==> src/wpsd_pkg.sv <==
// Shared types and constants for the WAV PCM stream decoder.
package wpsd_pkg;

  localparam int PHASE_W = 5;

  localparam logic [PHASE_W-1:0] PH_RIFF       = 5'd0;
  localparam logic [PHASE_W-1:0] PH_RIFFSIZE   = 5'd1;
  localparam logic [PHASE_W-1:0] PH_WAVE       = 5'd2;
  localparam logic [PHASE_W-1:0] PH_FMTID      = 5'd3;
  localparam logic [PHASE_W-1:0] PH_FMTSKIPSZ  = 5'd4;
  localparam logic [PHASE_W-1:0] PH_FMTSKIP    = 5'd5;
  localparam logic [PHASE_W-1:0] PH_FMTSIZE    = 5'd6;
  localparam logic [PHASE_W-1:0] PH_FORMAT     = 5'd7;
  localparam logic [PHASE_W-1:0] PH_CHANNELS   = 5'd8;
  localparam logic [PHASE_W-1:0] PH_RATE       = 5'd9;
  localparam logic [PHASE_W-1:0] PH_BYTERATE   = 5'd10;
  localparam logic [PHASE_W-1:0] PH_ALIGN      = 5'd11;
  localparam logic [PHASE_W-1:0] PH_BITS       = 5'd12;
  localparam logic [PHASE_W-1:0] PH_DATAID     = 5'd13;
  localparam logic [PHASE_W-1:0] PH_DATASKIPSZ = 5'd14;
  localparam logic [PHASE_W-1:0] PH_DATASKIP   = 5'd15;
  localparam logic [PHASE_W-1:0] PH_DATASIZE   = 5'd16;
  localparam logic [PHASE_W-1:0] PH_SAMPLES    = 5'd17;
  localparam logic [PHASE_W-1:0] PH_DONE       = 5'd18;

  localparam logic [1:0] KIND_SAMPLE = 2'd0;
  localparam logic [1:0] KIND_FORMAT = 2'd1;
  localparam logic [1:0] KIND_ERROR  = 2'd2;

  localparam logic [1:0] ERR_FORMAT   = 2'd0;
  localparam logic [1:0] ERR_CHANNELS = 2'd1;
  localparam logic [1:0] ERR_DEPTH    = 2'd2;
  localparam logic [1:0] ERR_END      = 2'd3;

  localparam logic [1:0] TAG_SEL_RIFF = 2'd0;
  localparam logic [1:0] TAG_SEL_WAVE = 2'd1;
  localparam logic [1:0] TAG_SEL_FMT  = 2'd2;
  localparam logic [1:0] TAG_SEL_DATA = 2'd3;

  // Tags are stored with the first character in the low byte.
  localparam logic [31:0] TAG_RIFF = {"F", "F", "I", "R"};
  localparam logic [31:0] TAG_WAVE = {"E", "V", "A", "W"};
  localparam logic [31:0] TAG_FMT  = {" ", "t", "m", "f"};
  localparam logic [31:0] TAG_DATA = {"a", "t", "a", "d"};

  localparam logic [31:0] FMT_CHUNK_SIZE = 32'd16;
  localparam logic [31:0] PCM_FORMAT     = 32'd1;
  localparam logic [31:0] BYTE_BIAS      = 32'h7fffffff;

  typedef struct packed {
    logic        valid;
    logic [1:0]  kind;
    logic [31:0] sample_bits;
    logic [1:0]  channel_count;
    logic [31:0] rate_hz;
    logic [5:0]  depth_bits;
    logic [1:0]  error_code;
  } wpsd_result_t;

  function automatic logic [7:0] tag_byte(input logic [1:0] sel, input logic [1:0] pos);
    logic [31:0] word;
    unique case (sel)
      TAG_SEL_RIFF: word = TAG_RIFF;
      TAG_SEL_WAVE: word = TAG_WAVE;
      TAG_SEL_FMT:  word = TAG_FMT;
      default:      word = TAG_DATA;
    endcase
    return word[{pos, 3'b000} +: 8];
  endfunction

endpackage

==> src/wpsd_core.sv <==
// Parser state and the per-byte state update of the WAV PCM stream decoder.
module wpsd_core import wpsd_pkg::*; (
  input  logic         clk,
  input  logic         rst,
  input  logic         step,
  input  logic [7:0]   in_byte,
  input  logic         is_last,
  output wpsd_result_t result
);

  logic [PHASE_W-1:0] phase, phase_next;
  logic [1:0]         fidx, fidx_next;
  logic [31:0]        facc, facc_next;
  logic               tag_ok, tag_ok_next;
  logic [31:0]        skip_left, skip_left_next;
  logic [1:0]         st_ch, st_ch_next;
  logic [31:0]        st_rate, st_rate_next;
  logic [5:0]         st_depth, st_depth_next;
  logic [31:0]        data_left, data_left_next;
  logic [31:0]        sacc, sacc_next;
  logic               failed, failed_next;

  logic [1:0]  tag_sel;
  logic        tag_ok_new;
  logic [31:0] acc_new;
  logic [31:0] sample_new;
  logic [31:0] left_dec;
  logic [31:0] decoded;
  logic [2:0]  bpp;
  logic        two_byte;
  logic        field_done;
  logic        sample_done;
  logic        end_error;

  assign acc_new    = facc | (32'(in_byte) << {fidx, 3'b000});
  assign sample_new = sacc | (32'(in_byte) << {fidx, 3'b000});
  assign left_dec   = data_left - 32'd1;
  assign bpp        = st_depth[5:3];
  assign two_byte   = (phase == PH_FORMAT) || (phase == PH_CHANNELS) ||
                      (phase == PH_ALIGN) || (phase == PH_BITS);
  assign field_done = two_byte ? (fidx == 2'd1) : (fidx == 2'd3);
  assign sample_done = ({1'b0, fidx} + 3'd1) >= bpp;

  always_comb begin
    unique case (phase)
      PH_RIFF:  tag_sel = TAG_SEL_RIFF;
      PH_WAVE:  tag_sel = TAG_SEL_WAVE;
      PH_FMTID: tag_sel = TAG_SEL_FMT;
      default:  tag_sel = TAG_SEL_DATA;
    endcase
  end

  assign tag_ok_new = tag_ok && (in_byte == tag_byte(tag_sel, fidx));

  // The 8-bit case reproduces the stored offset-binary convention.
  always_comb begin
    unique case (bpp)
      3'd1:    decoded = {{24{sample_new[7]}}, sample_new[7:0]} + BYTE_BIAS;
      3'd2:    decoded = {{16{sample_new[15]}}, sample_new[15:0]};
      3'd3:    decoded = {{8{sample_new[23]}}, sample_new[23:0]};
      default: decoded = sample_new;
    endcase
  end

  always_comb begin
    phase_next     = phase;
    fidx_next      = fidx;
    facc_next      = facc;
    tag_ok_next    = tag_ok;
    skip_left_next = skip_left;
    st_ch_next     = st_ch;
    st_rate_next   = st_rate;
    st_depth_next  = st_depth;
    data_left_next = data_left;
    sacc_next      = sacc;
    failed_next    = failed;
    result         = '0;
    end_error      = 1'b0;

    if (step) begin
      if (!failed) begin
        unique case (phase)
          PH_RIFF, PH_WAVE, PH_FMTID, PH_DATAID: begin
            if (fidx == 2'd3) begin
              fidx_next   = 2'd0;
              tag_ok_next = 1'b1;
              unique case (phase)
                PH_RIFF: begin
                  if (tag_ok_new) phase_next = PH_RIFFSIZE;
                  else begin
                    failed_next       = 1'b1;
                    result.valid      = 1'b1;
                    result.kind       = KIND_ERROR;
                    result.error_code = ERR_FORMAT;
                  end
                end
                PH_WAVE: begin
                  if (tag_ok_new) phase_next = PH_FMTID;
                  else begin
                    failed_next       = 1'b1;
                    result.valid      = 1'b1;
                    result.kind       = KIND_ERROR;
                    result.error_code = ERR_FORMAT;
                  end
                end
                PH_FMTID: phase_next = tag_ok_new ? PH_FMTSIZE : PH_FMTSKIPSZ;
                default:  phase_next = tag_ok_new ? PH_DATASIZE : PH_DATASKIPSZ;
              endcase
            end else begin
              fidx_next   = fidx + 2'd1;
              tag_ok_next = tag_ok_new;
            end
          end

          PH_RIFFSIZE, PH_FMTSKIPSZ, PH_DATASKIPSZ, PH_FMTSIZE, PH_FORMAT, PH_CHANNELS,
          PH_RATE, PH_BYTERATE, PH_ALIGN, PH_BITS, PH_DATASIZE: begin
            if (field_done) begin
              facc_next = '0;
              fidx_next = 2'd0;
              unique case (phase)
                PH_RIFFSIZE: phase_next = PH_WAVE;
                PH_FMTSKIPSZ: begin
                  skip_left_next = acc_new;
                  phase_next     = (acc_new == '0) ? PH_FMTID : PH_FMTSKIP;
                end
                PH_DATASKIPSZ: begin
                  skip_left_next = acc_new;
                  phase_next     = (acc_new == '0) ? PH_DATAID : PH_DATASKIP;
                end
                PH_FMTSIZE: begin
                  if (acc_new == FMT_CHUNK_SIZE) phase_next = PH_FORMAT;
                  else begin
                    failed_next       = 1'b1;
                    result.valid      = 1'b1;
                    result.kind       = KIND_ERROR;
                    result.error_code = ERR_FORMAT;
                  end
                end
                PH_FORMAT: begin
                  if (acc_new == PCM_FORMAT) phase_next = PH_CHANNELS;
                  else begin
                    failed_next       = 1'b1;
                    result.valid      = 1'b1;
                    result.kind       = KIND_ERROR;
                    result.error_code = ERR_FORMAT;
                  end
                end
                PH_CHANNELS: begin
                  if (acc_new == 32'd1 || acc_new == 32'd2) begin
                    st_ch_next = acc_new[1:0];
                    phase_next = PH_RATE;
                  end else begin
                    failed_next       = 1'b1;
                    result.valid      = 1'b1;
                    result.kind       = KIND_ERROR;
                    result.error_code = ERR_CHANNELS;
                  end
                end
                PH_RATE: begin
                  st_rate_next = acc_new;
                  phase_next   = PH_BYTERATE;
                end
                PH_BYTERATE: phase_next = PH_ALIGN;
                PH_ALIGN:    phase_next = PH_BITS;
                PH_BITS: begin
                  if (acc_new == 32'd8 || acc_new == 32'd16 || acc_new == 32'd24 ||
                      acc_new == 32'd32) begin
                    st_depth_next = acc_new[5:0];
                    phase_next    = PH_DATAID;
                  end else begin
                    failed_next       = 1'b1;
                    result.valid      = 1'b1;
                    result.kind       = KIND_ERROR;
                    result.error_code = ERR_DEPTH;
                  end
                end
                default: begin
                  // Data size: the raw size is kept and the parse ends once less
                  // than one whole sample remains, which drops a partial tail.
                  data_left_next       = acc_new;
                  sacc_next            = '0;
                  phase_next           = (acc_new < 32'(bpp)) ? PH_DONE : PH_SAMPLES;
                  result.valid         = 1'b1;
                  result.kind          = KIND_FORMAT;
                  result.channel_count = st_ch;
                  result.rate_hz       = st_rate;
                  result.depth_bits    = st_depth;
                end
              endcase
            end else begin
              facc_next = acc_new;
              fidx_next = fidx + 2'd1;
            end
          end

          PH_FMTSKIP, PH_DATASKIP: begin
            skip_left_next = skip_left - 32'd1;
            if (skip_left == 32'd1) phase_next = (phase == PH_FMTSKIP) ? PH_FMTID : PH_DATAID;
          end

          PH_SAMPLES: begin
            data_left_next = left_dec;
            if (sample_done) begin
              fidx_next          = 2'd0;
              sacc_next          = '0;
              if (left_dec < 32'(bpp)) phase_next = PH_DONE;
              result.valid       = 1'b1;
              result.kind        = KIND_SAMPLE;
              result.sample_bits = decoded;
            end else begin
              fidx_next = fidx + 2'd1;
              sacc_next = sample_new;
            end
          end

          default: begin
          end
        endcase
      end

      if (is_last) begin
        end_error = !failed && !failed_next && (phase_next != PH_DONE);
        if (end_error) begin
          result            = '0;
          result.valid      = 1'b1;
          result.kind       = KIND_ERROR;
          result.error_code = ERR_END;
        end
        phase_next     = PH_RIFF;
        fidx_next      = 2'd0;
        facc_next      = '0;
        tag_ok_next    = 1'b1;
        skip_left_next = '0;
        st_ch_next     = '0;
        st_rate_next   = '0;
        st_depth_next  = '0;
        data_left_next = '0;
        sacc_next      = '0;
        failed_next    = 1'b0;
      end
    end
  end

  always_ff @(posedge clk) begin
    if (rst) begin
      phase     <= PH_RIFF;
      fidx      <= 2'd0;
      facc      <= '0;
      tag_ok    <= 1'b1;
      skip_left <= '0;
      st_ch     <= '0;
      st_rate   <= '0;
      st_depth  <= '0;
      data_left <= '0;
      sacc      <= '0;
      failed    <= 1'b0;
    end else begin
      phase     <= phase_next;
      fidx      <= fidx_next;
      facc      <= facc_next;
      tag_ok    <= tag_ok_next;
      skip_left <= skip_left_next;
      st_ch     <= st_ch_next;
      st_rate   <= st_rate_next;
      st_depth  <= st_depth_next;
      data_left <= data_left_next;
      sacc      <= sacc_next;
      failed    <= failed_next;
    end
  end

  // The parser only enters the failed state while the header is parsed.
  a_failed_in_header: assert property (@(posedge clk) disable iff (rst)
    failed |-> (phase != PH_SAMPLES) && (phase != PH_DONE))
    else $error("parser failed after the header was accepted");

  a_depth_in_samples: assert property (@(posedge clk) disable iff (rst)
    (phase == PH_SAMPLES) |->
      (st_depth == 6'd8 || st_depth == 6'd16 || st_depth == 6'd24 || st_depth == 6'd32))
    else $error("sample phase entered with an unsupported depth");

  a_restart_on_last: assert property (@(posedge clk) disable iff (rst)
    step && is_last |=> (phase == PH_RIFF) && !failed && (fidx == 2'd0))
    else $error("parser did not restart after the final byte");

endmodule

==> src/wav_pcm_stream_decoder.sv <==
// Top level of the WAV PCM stream decoder: input stage, parser core and result stage.
// The decoder takes one file byte per cycle while neither side stalls: a byte is
// captured in the input register, then the parser core updates its state from it
// and loads any result into the output register. Each byte yields at most
// one item: format information once the data size is read, one sample per whole
// sample of the data chunk, or an error code; the parser restarts after the byte
// flagged as last. Both sides may stall at any time; the input register only holds
// when the output register is full and stalled.
module wav_pcm_stream_decoder import wpsd_pkg::*; (
  input  logic        clk,
  input  logic        rst,
  input  logic        in_valid,
  output logic        in_stall,
  input  logic [7:0]  in_byte,
  input  logic        is_last,
  output logic        out_valid,
  input  logic        out_stall,
  output logic [1:0]  kind,
  output logic [31:0] sample_bits,
  output logic [1:0]  channel_count,
  output logic [31:0] rate_hz,
  output logic [5:0]  depth_bits,
  output logic [1:0]  error_code
);

  logic         hold_valid;
  logic [7:0]   hold_byte;
  logic         hold_last;
  logic         advance;
  logic         in_take;
  wpsd_result_t result;

  assign advance  = hold_valid && (!out_valid || !out_stall);
  assign in_stall = hold_valid && !advance;
  assign in_take  = in_valid && !in_stall;

  always_ff @(posedge clk) begin
    if (rst) begin
      hold_valid <= 1'b0;
    end else if (in_take) begin
      hold_valid <= 1'b1;
    end else if (advance) begin
      hold_valid <= 1'b0;
    end
  end

  always_ff @(posedge clk) begin
    if (in_take) begin
      hold_byte <= in_byte;
      hold_last <= is_last;
    end
  end

  wpsd_core u_core (
    .clk     (clk),
    .rst     (rst),
    .step    (advance),
    .in_byte (hold_byte),
    .is_last (hold_last),
    .result  (result)
  );

  always_ff @(posedge clk) begin
    if (rst) begin
      out_valid <= 1'b0;
    end else if (advance && result.valid) begin
      out_valid <= 1'b1;
    end else if (!out_stall) begin
      out_valid <= 1'b0;
    end
  end

  always_ff @(posedge clk) begin
    if (advance && result.valid) begin
      kind          <= result.kind;
      sample_bits   <= result.sample_bits;
      channel_count <= result.channel_count;
      rate_hz       <= result.rate_hz;
      depth_bits    <= result.depth_bits;
      error_code    <= result.error_code;
    end
  end

  // The input side only stalls when a byte is waiting behind a stalled result.
  a_stall_cause: assert property (@(posedge clk) disable iff (rst)
    in_stall |-> hold_valid && out_valid && out_stall)
    else $error("input stalled without a stalled result");

  a_no_overwrite: assert property (@(posedge clk) disable iff (rst)
    out_valid && out_stall |-> !advance)
    else $error("parser stepped while its result was still held");

endmodule

==> config.mk <==
export PLATFORM = sky130hd
export DESIGN_NAME = wav_pcm_stream_decoder
export DESIGN_NICKNAME = d
export VERILOG_FILES = /design/src/wpsd_pkg.sv /design/src/wpsd_core.sv /design/src/wav_pcm_stream_decoder.sv
export SDC_FILE = /design/constraint.sdc
export NUM_CORES = 1
export LEC_CHECK = 0
export ABC_AREA = 1
export BUFFER_PORTS_ARGS = -buffer_cell sky130_fd_sc_hd__buf_2
export CAP_MARGIN = 20
export CORE_UTILIZATION = 56
export CTS_CLUSTER_DIAMETER = 100
export DETAILED_ROUTE_END_ITERATION = 16
export PLACE_DENSITY_LB_ADDON = 0.08
export SETUP_SLACK_MARGIN = 0.3
export SYNTH_ARGS = -nofsm -noshare
export SYNTH_HDL_FRONTEND = slang
export SYNTH_SLANG_ARGS = --single-unit
==> constraint.sdc <==
create_clock -name clk -period 4.44 [get_ports clk]
set_input_delay 0.888 -clock clk [delete_from_list [all_inputs] [get_ports clk]]
set_output_delay 0.888 -clock clk [all_outputs]
set_load 0.03 [all_outputs]
==> metrics.json, run 1 <==
{
  "design.die.area": {"value": 0.0268, "unit": "mm²"},
  "boundaryPins": {"value": 91},
  "grt.overflow.total": {"value": 0},
  "syn_area": {"value": 0.0146, "unit": "mm²"},
  "synth.distinct_cells": {"value": 44},
  "maxSlewViolCount": {"value": 0},
  "worstRegToRegCells": {"value": 20},
  "nFillCells": {"value": 2300},
  "floorplan.initialDensity": {"value": 0.576},
  "antenna_left": {"value": 0},
  "height_of_the_chip": {"value": 164, "unit": "µm"},
  "globalRouteMet3Util": {"value": 0.0394},
  "fraction_of_layout_cells_with_a_size_suffix_above_1": {"value": 0.103},
  "worst_pin_slew": {"value": 1.04, "unit": "ns"},
  "cts_max_path_buffers": {"value": 3},
  "insertion_delay": {"value": 0.57, "unit": "ns"},
  "port_buffers": {"value": 90},
  "setup.worst_path.class": {"value": "reg2reg"},
  "global_route.usage.met1": {"value": 0.482},
  "die_wd": {"value": 164, "unit": "µm"},
  "synth_enable_flop_cells": {"value": 85},
  "num_antenna_cells": {"value": 0},
  "timing.reg2reg.setup_slack": {"value": 0.55, "unit": "ns"},
  "cts_num_sinks": {"value": 264},
  "number_of_remaining_drc_errors": {"value": 0},
  "vias": {"value": 14500},
  "grt_max_degree": {"value": 82},
  "min_to": {"value": "u_core.facc[21]"},
  "arr_time_crit_path": {"value": 4.26, "unit": "ns"},
  "synth_top_cells_by_count": {"value": "sky130_fd_sc_hd__nand2_1 (395), sky130_fd_sc_hd__nor2_1 (358), sky130_fd_sc_hd__inv_1 (263)"},
  "synthDominantAreaCellType": {"value": "sky130_fd_sc_hd__dfxtp_1"},
  "syn_avg_cell_area": {"value": 6.98, "unit": "µm²"},
  "cp-end-kind": {"value": "register"},
  "post_synthesis_register_bit_count": {"value": 264},
  "power-per-cell-area": {"value": 363, "unit": "mW/mm²"},
  "vdd_drop_max": {"value": 320, "unit": "µV"},
  "worst_setup_hold_path_clk_slew": {"value": 0.06, "unit": "ns"},
  "layout-area-overhead-vs-synth": {"value": 12.2, "unit": "%"},
  "crit_reg_reg_endpoint": {"value": "depth_bits[2]"},
  "number_of_standard_cells_after_synthesis": {"value": 2097},
  "timing.fmax": {"value": 257, "unit": "MHz"},
  "globalRoute.busiestLayer": {"value": "met2"},
  "setup_viol": {"value": 0},
  "cts-buffers-inserted": {"value": 29},
  "post-route-min-period": {"value": 3.89, "unit": "ns"},
  "critical_path_peak_fanout": {"value": 41},
  "synth.yosys.seq_area_share": {"value": 0.419},
  "max_cap_viol_count": {"value": 0},
  "dp_hpwl": {"value": 33.1, "unit": "mm"},
  "synthFlopType": {"value": "sky130_fd_sc_hd__dfxtp_1"},
  "routed_wirelength_normalized_by_instance_count": {"value": 18.3, "unit": "µm"},
  "grt_first_pass_wirelength": {"value": 70.1, "unit": "mm"},
  "viasPerCell": {"value": 5.77},
  "synth.top_cell.area_share": {"value": 0.245},
  "critical_path.startpoint_type": {"value": "register"},
  "regToRegStartpoint": {"value": "u_core.fidx[0]"},
  "design.core.area": {"value": 0.0254, "unit": "mm²"},
  "grt_antenna_before_repair": {"value": 2},
  "holdPathStages": {"value": 2},
  "synth.area.top_cells": {"value": "sky130_fd_sc_hd__dfxtp_1 (24%), sky130_fd_sc_hd__edfxtp_1 (17%), sky130_fd_sc_hd__nand2_1 (10%)"},
  "grt_use_met2": {"value": 0.535},
  "first_iteration_detailed_routing_drc_count": {"value": 1855},
  "global_route.usage.total": {"value": 0.339},
  "rsz0062_at_grt": {"value": "true"},
  "fin_worst_skew": {"value": 0.0281, "unit": "ns"},
  "leakage_power": {"value": 7.24, "unit": "nW"},
  "cts_tree": {"value": "yes"},
  "via_count_of_the_first_global_routing_pass": {"value": 12800},
  "synthMostInstantiatedCell": {"value": "sky130_fd_sc_hd__nand2_1"},
  "synth_warnings": {"value": 0},
  "report.final.hold_viol_count": {"value": 0},
  "worst-endpoint-required": {"value": 4.81, "unit": "ns"},
  "final_net_count": {"value": 2197},
  "setup-tns-final": {"value": 0, "unit": "ns"},
  "cts-htree-levels": {"value": 1},
  "route.final.wire_length": {"value": 46.1, "unit": "mm"},
  "timing.slew.headroom": {"value": 0.309},
  "min_path_type": {"value": "reg2reg"},
  "syn-num-nets": {"value": 2132},
  "async_reset_ff_frac": {"value": 0},
  "outcome": {"value": "finished clean"},
  "globalplace.congestion": {"value": 0.997},
  "clock_tree.root_cell": {"value": "sky130_fd_sc_hd__clkbuf_16"},
  "drt_first_pass_iters": {"value": 6},
  "placement_rows": {"value": 58},
  "finalCoreUtilization": {"value": 0.646},
  "final.period_utilization": {"value": 0.876},
  "timing.hold.worst.start": {"value": "u_core.facc[21]"}
}
==> cells in the final DEF (no fill, tap or decap), types with 4 or more instances in the layout <==
master	Yosys	layout
sky130_fd_sc_hd__o22ai_1	24	24
sky130_fd_sc_hd__nor2_1	358	358
sky130_fd_sc_hd__a21oi_1	203	203
sky130_fd_sc_hd__o21ai_1	6	6
sky130_fd_sc_hd__a22oi_1	6	6
sky130_fd_sc_hd__o211a_1	6	6
sky130_fd_sc_hd__nand3_1	119	118
sky130_fd_sc_hd__inv_1	263	261
sky130_fd_sc_hd__buf_12	0	4
sky130_fd_sc_hd__o211ai_1	4	4
sky130_fd_sc_hd__a211oi_1	41	41
sky130_fd_sc_hd__a221oi_1	4	4
sky130_fd_sc_hd__clkinv_1	5	7
sky130_fd_sc_hd__clkinvlp_4	0	4
sky130_fd_sc_hd__dfxtp_1	179	177
sky130_fd_sc_hd__a31oi_1	9	9
sky130_fd_sc_hd__o21ai_0	144	143
sky130_fd_sc_hd__xor2_1	23	23
sky130_fd_sc_hd__edfxtp_1	85	85
sky130_fd_sc_hd__buf_4	5	37
sky130_fd_sc_hd__inv_6	0	4
sky130_fd_sc_hd__or2_2	5	5
sky130_fd_sc_hd__nor3_1	16	15
sky130_fd_sc_hd__xnor2_1	5	5
sky130_fd_sc_hd__nor2_2	17	17
sky130_fd_sc_hd__nand4_1	25	25
sky130_fd_sc_hd__clkbuf_16	0	30
sky130_fd_sc_hd__clkinv_2	0	4
sky130_fd_sc_hd__ha_1	22	21
sky130_fd_sc_hd__clkbuf_1	67	5
sky130_fd_sc_hd__inv_2	10	10
sky130_fd_sc_hd__nand2_1	395	395
sky130_fd_sc_hd__buf_2	13	89
==> flip-flops by register name, summed over array words and instances, names as in the netlist, 2 cells and up <==
name	count
rate_hz	32
sample_bits	32
u_core.data_left	32
u_core.facc	32
u_core.sacc	32
u_core.skip_left	32
u_core.st_rate	32
hold_byte	8
depth_bits	6
u_core.st_depth	6
u_core.phase	5
channel_count	2
error_code	2
kind	2
u_core.fidx	2
u_core.st_ch	2
==> report_power, final <==
group	leakage, nW	internal, mW	switching (mW)	total (mW)
logic	4.50	0.264	0.610	0.874
clock network	0.476	1.42	1.04	2.46
registers	2.27	2.57	0.0539	2.62
total	7.24	4.25	1.70	5.95
==> layout make-up <==
type	instances	area, µm²	area share
timing repair buffer	130	803	0.0490
inverter	278	1050	0.0638
sequential	264	6140	0.374
tap	330	413	0.0252
clock buffer	38	811	0.0494
timing repair inverter	1	7.51	0.000457
multi-input combinational	1458	7030	0.428
clock inverter	16	160	0.00976
==> repair_timing <==
item,in CTS,in global routing
buffers inserted,0,2
gates resized for setup,0,4
hold buffers,0,0
endpoints found under the setup margin,0,117
==> worst max-delay path: stages, from the launching register on <==
cell and delay [ns]:
sky130_fd_sc_hd__dfxtp_2 0.43, sky130_fd_sc_hd__inv_2 0.19, sky130_fd_sc_hd__nand3_1 0.22, sky130_fd_sc_hd__nand2_1 0.08, sky130_fd_sc_hd__inv_1 0.13, sky130_fd_sc_hd__nand2_1 0.07
sky130_fd_sc_hd__nor2_1 0.11, sky130_fd_sc_hd__nand2_1 0.10, sky130_fd_sc_hd__nor2_2 0.26, sky130_fd_sc_hd__nand2_1 0.15, sky130_fd_sc_hd__nand2_1 0.12, sky130_fd_sc_hd__nand2_1 0.15
sky130_fd_sc_hd__nand2_1 0.09, sky130_fd_sc_hd__nand3_1 0.06, sky130_fd_sc_hd__nand2_1 0.06, sky130_fd_sc_hd__nand2_1 0.07, sky130_fd_sc_hd__nor2_1 0.15, sky130_fd_sc_hd__nand2_1 0.10
sky130_fd_sc_hd__o21bai_4 0.23, sky130_fd_sc_hd__nand4_4 0.60, sky130_fd_sc_hd__nor2_2 0.32
==> worst max-delay path by stage <==
stage / start / end / cells after the start
global placement: u_core.phase[2] / rate_hz[9] / 18
detailed placement: u_core.fidx[0] / rate_hz[13] / 22
finish: u_core.fidx[0] / depth_bits[2] / 20
CTS: u_core.fidx[0] / rate_hz[12] / 22
global route: u_core.fidx[0] / rate_hz[3] / 18
floorplan: u_core.fidx[1] / channel_count[0] / 23
==> per-stage QoR <==
stage	setup slack, ns	cell area, µm²	std cells	total power [mW]	hold WS (ns)
2_1_floorplan	0.337	14600	2097	3.28	0.430
3_3_place_gp	0.401	15400	2458	3.50	0.439
3_5_place_dp	0.324	15400	2458	3.51	0.449
4_1_cts	0.306	16400	2512	5.94	0.457
5_1_grt	0.256	16400	2515	6.15	0.478
6_report	0.549	16400	2515	5.95	0.456
==> layer usage <==
metal	part of all wire	wire length [µm]	up-vias
li1	-	-	7015
met1	0.43	19800	6677
met2	0.45	20600	736
met3	0.096	4410	92
met4	0.027	1260	0
met5	0	0	-
==> logic make-up after synthesis <==
group / Yosys count / synth area share
adder cells (fa/ha/maj): 22 / 0.0188
buffers and inverters: 375 / 0.102
XOR/XNOR: 28 / 0.0168
AND/OR/NAND/NOR: 947 / 0.267
AO/OA/AOI/OAI: 461 / 0.176
flip-flops: 264 / 0.419
No activity file was read; power rests on OpenSTA's default activity.
==> inputs of run 2 (changes only) <==
--- a/config.mk
+++ b/config.mk
@@ -8,7 +8,8 @@
 export ABC_AREA = 1
 export BUFFER_PORTS_ARGS = -buffer_cell sky130_fd_sc_hd__buf_2
 export CAP_MARGIN = 20
-export CORE_UTILIZATION = 56
+export CORE_UTILIZATION = 57
+export CTS_BUF_LIST = sky130_fd_sc_hd__clkbuf_2
 export CTS_CLUSTER_DIAMETER = 100
 export DETAILED_ROUTE_END_ITERATION = 16
 export PLACE_DENSITY_LB_ADDON = 0.08
==> run 2 against run 1 <==
Sequential power is essentially flat. First-iteration DRC count shrank 10%. Register-to-register slack better by 0.03 ns. Clock skew grew 0.042 ns. Non-clock buffer count is 6 higher. Critical path depth up 3. Via count increased by 1.5%. Combinational power is 0.7% lower. Sequential share of layout area is 0.57 points higher. Core utilization is 0.45 points lower.
==> metrics.json, run 2 (same netlist as run 1, synthesis figures left out) <==
{
  "outcome": {"value": "finished clean", "change": "unchanged"},
  "layout.cells.most_common": {"value": "sky130_fd_sc_hd__nand2_1", "change": "unchanged"},
  "setup_viol": {"value": 0, "change": "unchanged"},
  "regToRegStartpoint": {"value": "u_core.fidx[1]", "change": "was u_core.fidx[0]"},
  "leakage_power": {"value": 7.29, "unit": "nW", "change": "was 7.24 nW"},
  "globalplace.congestion": {"value": 0.990, "change": "was 0.997"},
  "design.die.area": {"value": 0.0263, "unit": "mm²", "change": "was 0.0268 mm²"},
  "cts_max_path_buffers": {"value": 3, "change": "unchanged"},
  "critical_path.startpoint": {"value": "u_core.fidx[1]", "change": "was u_core.fidx[0]"},
  "cp-end-kind": {"value": "register", "change": "unchanged"},
  "design.core.area": {"value": 0.0252, "unit": "mm²", "change": "was 0.0254 mm²"},
  "largest_delay_contributor_family_on_the_critical_path": {"value": "simple AND/OR/NAND/NOR gates", "change": "unchanged"},
  "grt.overflow.total": {"value": 0, "change": "unchanged"},
  "setup.worst_path.class": {"value": "reg2reg", "change": "unchanged"},
  "levels_on_crit_path": {"value": 23, "change": "was 20"},
  "timing.fmax": {"value": 259, "unit": "MHz", "change": "was 257 MHz"},
  "maxSlewViolCount": {"value": 0, "change": "unchanged"},
  "boundaryPins": {"value": 91, "change": "unchanged"},
  "report.final.hold_viol_count": {"value": 0, "change": "unchanged"},
  "crit_buf_inv": {"value": 5, "change": "was 2"},
  "post-route-min-period": {"value": 3.86, "unit": "ns", "change": "was 3.89 ns"},
  "final_net_count": {"value": 2243, "change": "was 2197"},
  "timing.slew.headroom": {"value": 0.350, "change": "was 0.309"},
  "timing.critical_path.slowest_stage_cell": {"value": "sky130_fd_sc_hd__dfxtp_1", "change": "was sky130_fd_sc_hd__nand4_4"},
  "vias": {"value": 14700, "change": "was 14500"},
  "fin_worst_skew": {"value": 0.0704, "unit": "ns", "change": "was 0.0281 ns"},
  "layout.cells.most_common_list": {"value": "sky130_fd_sc_hd__nand2_1 (395), sky130_fd_sc_hd__nor2_1 (358), sky130_fd_sc_hd__inv_1 (261), sky130_fd_sc_hd__a21oi_1 (203), sky130_fd_sc_hd__dfxtp_1 (179)", "change": "was sky130_fd_sc_hd__nand2_1 (395), sky130_fd_sc_hd__nor2_1 (358), sky130_fd_sc_hd__inv_1 (261), sky130_fd_sc_hd__a21oi_1 (203), sky130_fd_sc_hd__dfxtp_1 (177)"},
  "route.final.wire_length": {"value": 45.8, "unit": "mm", "change": "was 46.1 mm"},
  "die_wd": {"value": 162, "unit": "µm", "change": "was 164 µm"},
  "clock_tree.root_cell": {"value": "sky130_fd_sc_hd__clkbuf_2", "change": "was sky130_fd_sc_hd__clkbuf_16"},
  "final.period_utilization": {"value": 0.870, "change": "was 0.876"},
  "port_buffers": {"value": 90, "change": "unchanged"},
  "worstRegToRegCells": {"value": 23, "change": "was 20"},
  "max_cap_viol_count": {"value": 0, "change": "unchanged"},
  "path_cells": {"value": "inv_2, ha_1, inv_1, ha_1, nand3_1, nand3_1, nand3_1, nor2_1, nand2_1, nor2_1, nand3_1, nor2_1, nand3_1, nor2_1, nor2_1, nand2_1, nand2_1, o21bai_4, nand2_1, nand2_1, clkinvlp_4, buf_12, buf_4", "change": "was inv_2, nand3_1, nand2_1, inv_1, nand2_1, nor2_1, nand2_1, nor2_2, nand2_1, nand2_1, nand2_1, nand2_1, nand3_1, nand2_1, nand2_1, nor2_1, nand2_1, o21bai_4, nand4_4, nor2_2"},
  "worst-endpoint-required": {"value": 5.05, "unit": "ns", "change": "was 4.81 ns"},
  "rsz0062_at_grt": {"value": "false", "change": "was true"},
  "floorplan.initialDensity": {"value": 0.581, "change": "was 0.576"},
  "antenna_left": {"value": 0, "change": "unchanged"},
  "cts_tree": {"value": "yes", "change": "unchanged"},
  "timing.reg2reg.setup_slack": {"value": 0.58, "unit": "ns", "change": "was 0.55 ns"},
  "critical_path_peak_fanout": {"value": 15, "change": "was 41"},
  "crit_reg_reg_endpoint": {"value": "depth_bits[0]", "change": "was depth_bits[2]"},
  "routed_wirelength_normalized_by_instance_count": {"value": 17.6, "unit": "µm", "change": "was 18.3 µm"},
  "dp_hpwl": {"value": 33.5, "unit": "mm", "change": "was 33.1 mm"},
  "height_of_the_chip": {"value": 162, "unit": "µm", "change": "was 164 µm"},
  "first_iteration_detailed_routing_drc_count": {"value": 1663, "change": "was 1855"},
  "cts-buffers-inserted": {"value": 70, "change": "was 29"},
  "power-per-cell-area": {"value": 328, "unit": "mW/mm²", "change": "was 363 mW/mm²"},
  "global_route.usage.total": {"value": 0.348, "change": "was 0.339"},
  "setup-tns-final": {"value": 0, "unit": "ns", "change": "unchanged"},
  "cp_slowest_stage_delay": {"value": 0.45, "unit": "ns", "change": "was 0.60 ns"},
  "cts-htree-levels": {"value": 3, "change": "was 1"},
  "worst_setup_hold_path_clk_slew": {"value": 0.10, "unit": "ns", "change": "was 0.06 ns"},
  "fraction_of_layout_cells_with_a_size_suffix_above_1": {"value": 0.126, "change": "was 0.103"},
  "vdd_drop_max": {"value": 234, "unit": "µV", "change": "was 320 µV"},
  "grt_antenna_before_repair": {"value": 4, "change": "was 2"},
  "holdBufCountCts": {"value": 0, "change": "unchanged"},
  "cts_num_sinks": {"value": 264, "change": "unchanged"},
  "p_total": {"value": 5.29, "unit": "mW", "change": "was 5.95 mW"},
  "worst_pin_slew": {"value": 0.971, "unit": "ns", "change": "was 1.04 ns"},
  "arr_time_crit_path": {"value": 4.48, "unit": "ns", "change": "was 4.26 ns"},
  "via_count_of_the_first_global_routing_pass": {"value": 13600, "change": "was 12800"},
  "critical_path.startpoint_type": {"value": "register", "change": "unchanged"},
  "min_path_type": {"value": "in2reg", "change": "was reg2reg"},
  "worst_setup_path_endpoint": {"value": "depth_bits[0]", "change": "was depth_bits[2]"},
  "insertion_delay": {"value": 0.90, "unit": "ns", "change": "was 0.57 ns"},
  "nFillCells": {"value": 2369, "change": "was 2300"},
  "number_of_remaining_drc_errors": {"value": 0, "change": "unchanged"},
  "drt_first_pass_iters": {"value": 6, "change": "unchanged"},
  "placement_rows": {"value": 58, "change": "unchanged"},
  "grt_first_pass_wirelength": {"value": 71.5, "unit": "mm", "change": "was 70.1 mm"},
  "viasPerCell": {"value": 5.68, "change": "was 5.77"},
  "grt_max_degree": {"value": 93, "change": "was 82"},
  "layout-area-overhead-vs-synth": {"value": 10.4, "unit": "%", "change": "was 12.2%"},
  "finalCoreUtilization": {"value": 0.642, "change": "was 0.646"}
}
-- run 2: cell count changes in the layout (fill, tap and decap cells not counted), sizes merged --
| cell | change |
|---|---|
| clkinv | +19 |
| inv | -3 |
| buf | +6 |
| clkinvlp | -2 |
| diode | +2 |
| clkbuf | +58 |
-- run 2: layout make-up --
| type | count | area (µm²) | share of cell area |
|---|---|---|---|
| multi-input cells | 1458 | 7030 | 0.435 |
| flip-flops and latches | 264 | 6140 | 0.380 |
| inverters | 278 | 1050 | 0.0648 |
| repair buffers | 136 | 848 | 0.0525 |
| clock buffers | 96 | 480 | 0.0297 |
| well taps | 330 | 413 | 0.0256 |
| clock inverters | 31 | 199 | 0.0123 |
| diodes | 2 | 5.00 | 0.000310 |
-- run 2: worst min path at each step --
stage,start,endpoint,slack (ns),depth (start not counted)
detailed placement,u_core.sacc[7],u_core.sacc[7],0.44,2
global route,in_byte[4],hold_byte[4],0.14,1
finish,in_byte[0],hold_byte[0],0.18,1
CTS,in_byte[1],hold_byte[1],0.14,1
floorplan,u_core.facc[16],u_core.facc[16],0.43,2
global placement,u_core.sacc[23],u_core.sacc[23],0.44,2
-- run 2: power by group --
| part | internal [mW] | switching [mW] |
|---|---|---|
| Combinational | 0.262 | 0.606 |
| Sequential | 2.56 | 0.0531 |
| Clock | 0.724 | 1.09 |
| Total | 3.55 | 1.75 |
-- run 2: through the flow --
stage                     instance area [µm²]  cells  hold WS, ns  setup slack [ns]
after detailed placement                15500   2465        0.444             0.408
final                                   16200   2595        0.179             0.575
after global placement                  15500   2465        0.439             0.437
after CTS                               16100   2592        0.142             0.354
after global routing                    16200   2594        0.135             0.392
after floorplan                         14600   2097        0.430             0.337
-- run 2: layer usage --
metal	vias up	track usage	routed length, µm
met3	120	0.0730	4380
met5	-	0	13
met1	6764	0.471	19600
met2	689	0.543	20300
met4	2	0.137	1430
li1	7163	-	-
-- run 2: what timing repair did --
| action | CTS | global route |
|---|---|---|
| gates resized for setup | 0 | 0 |
| buffers inserted | 0 | 1 |
| endpoints found under the setup margin | 0 | 73 |
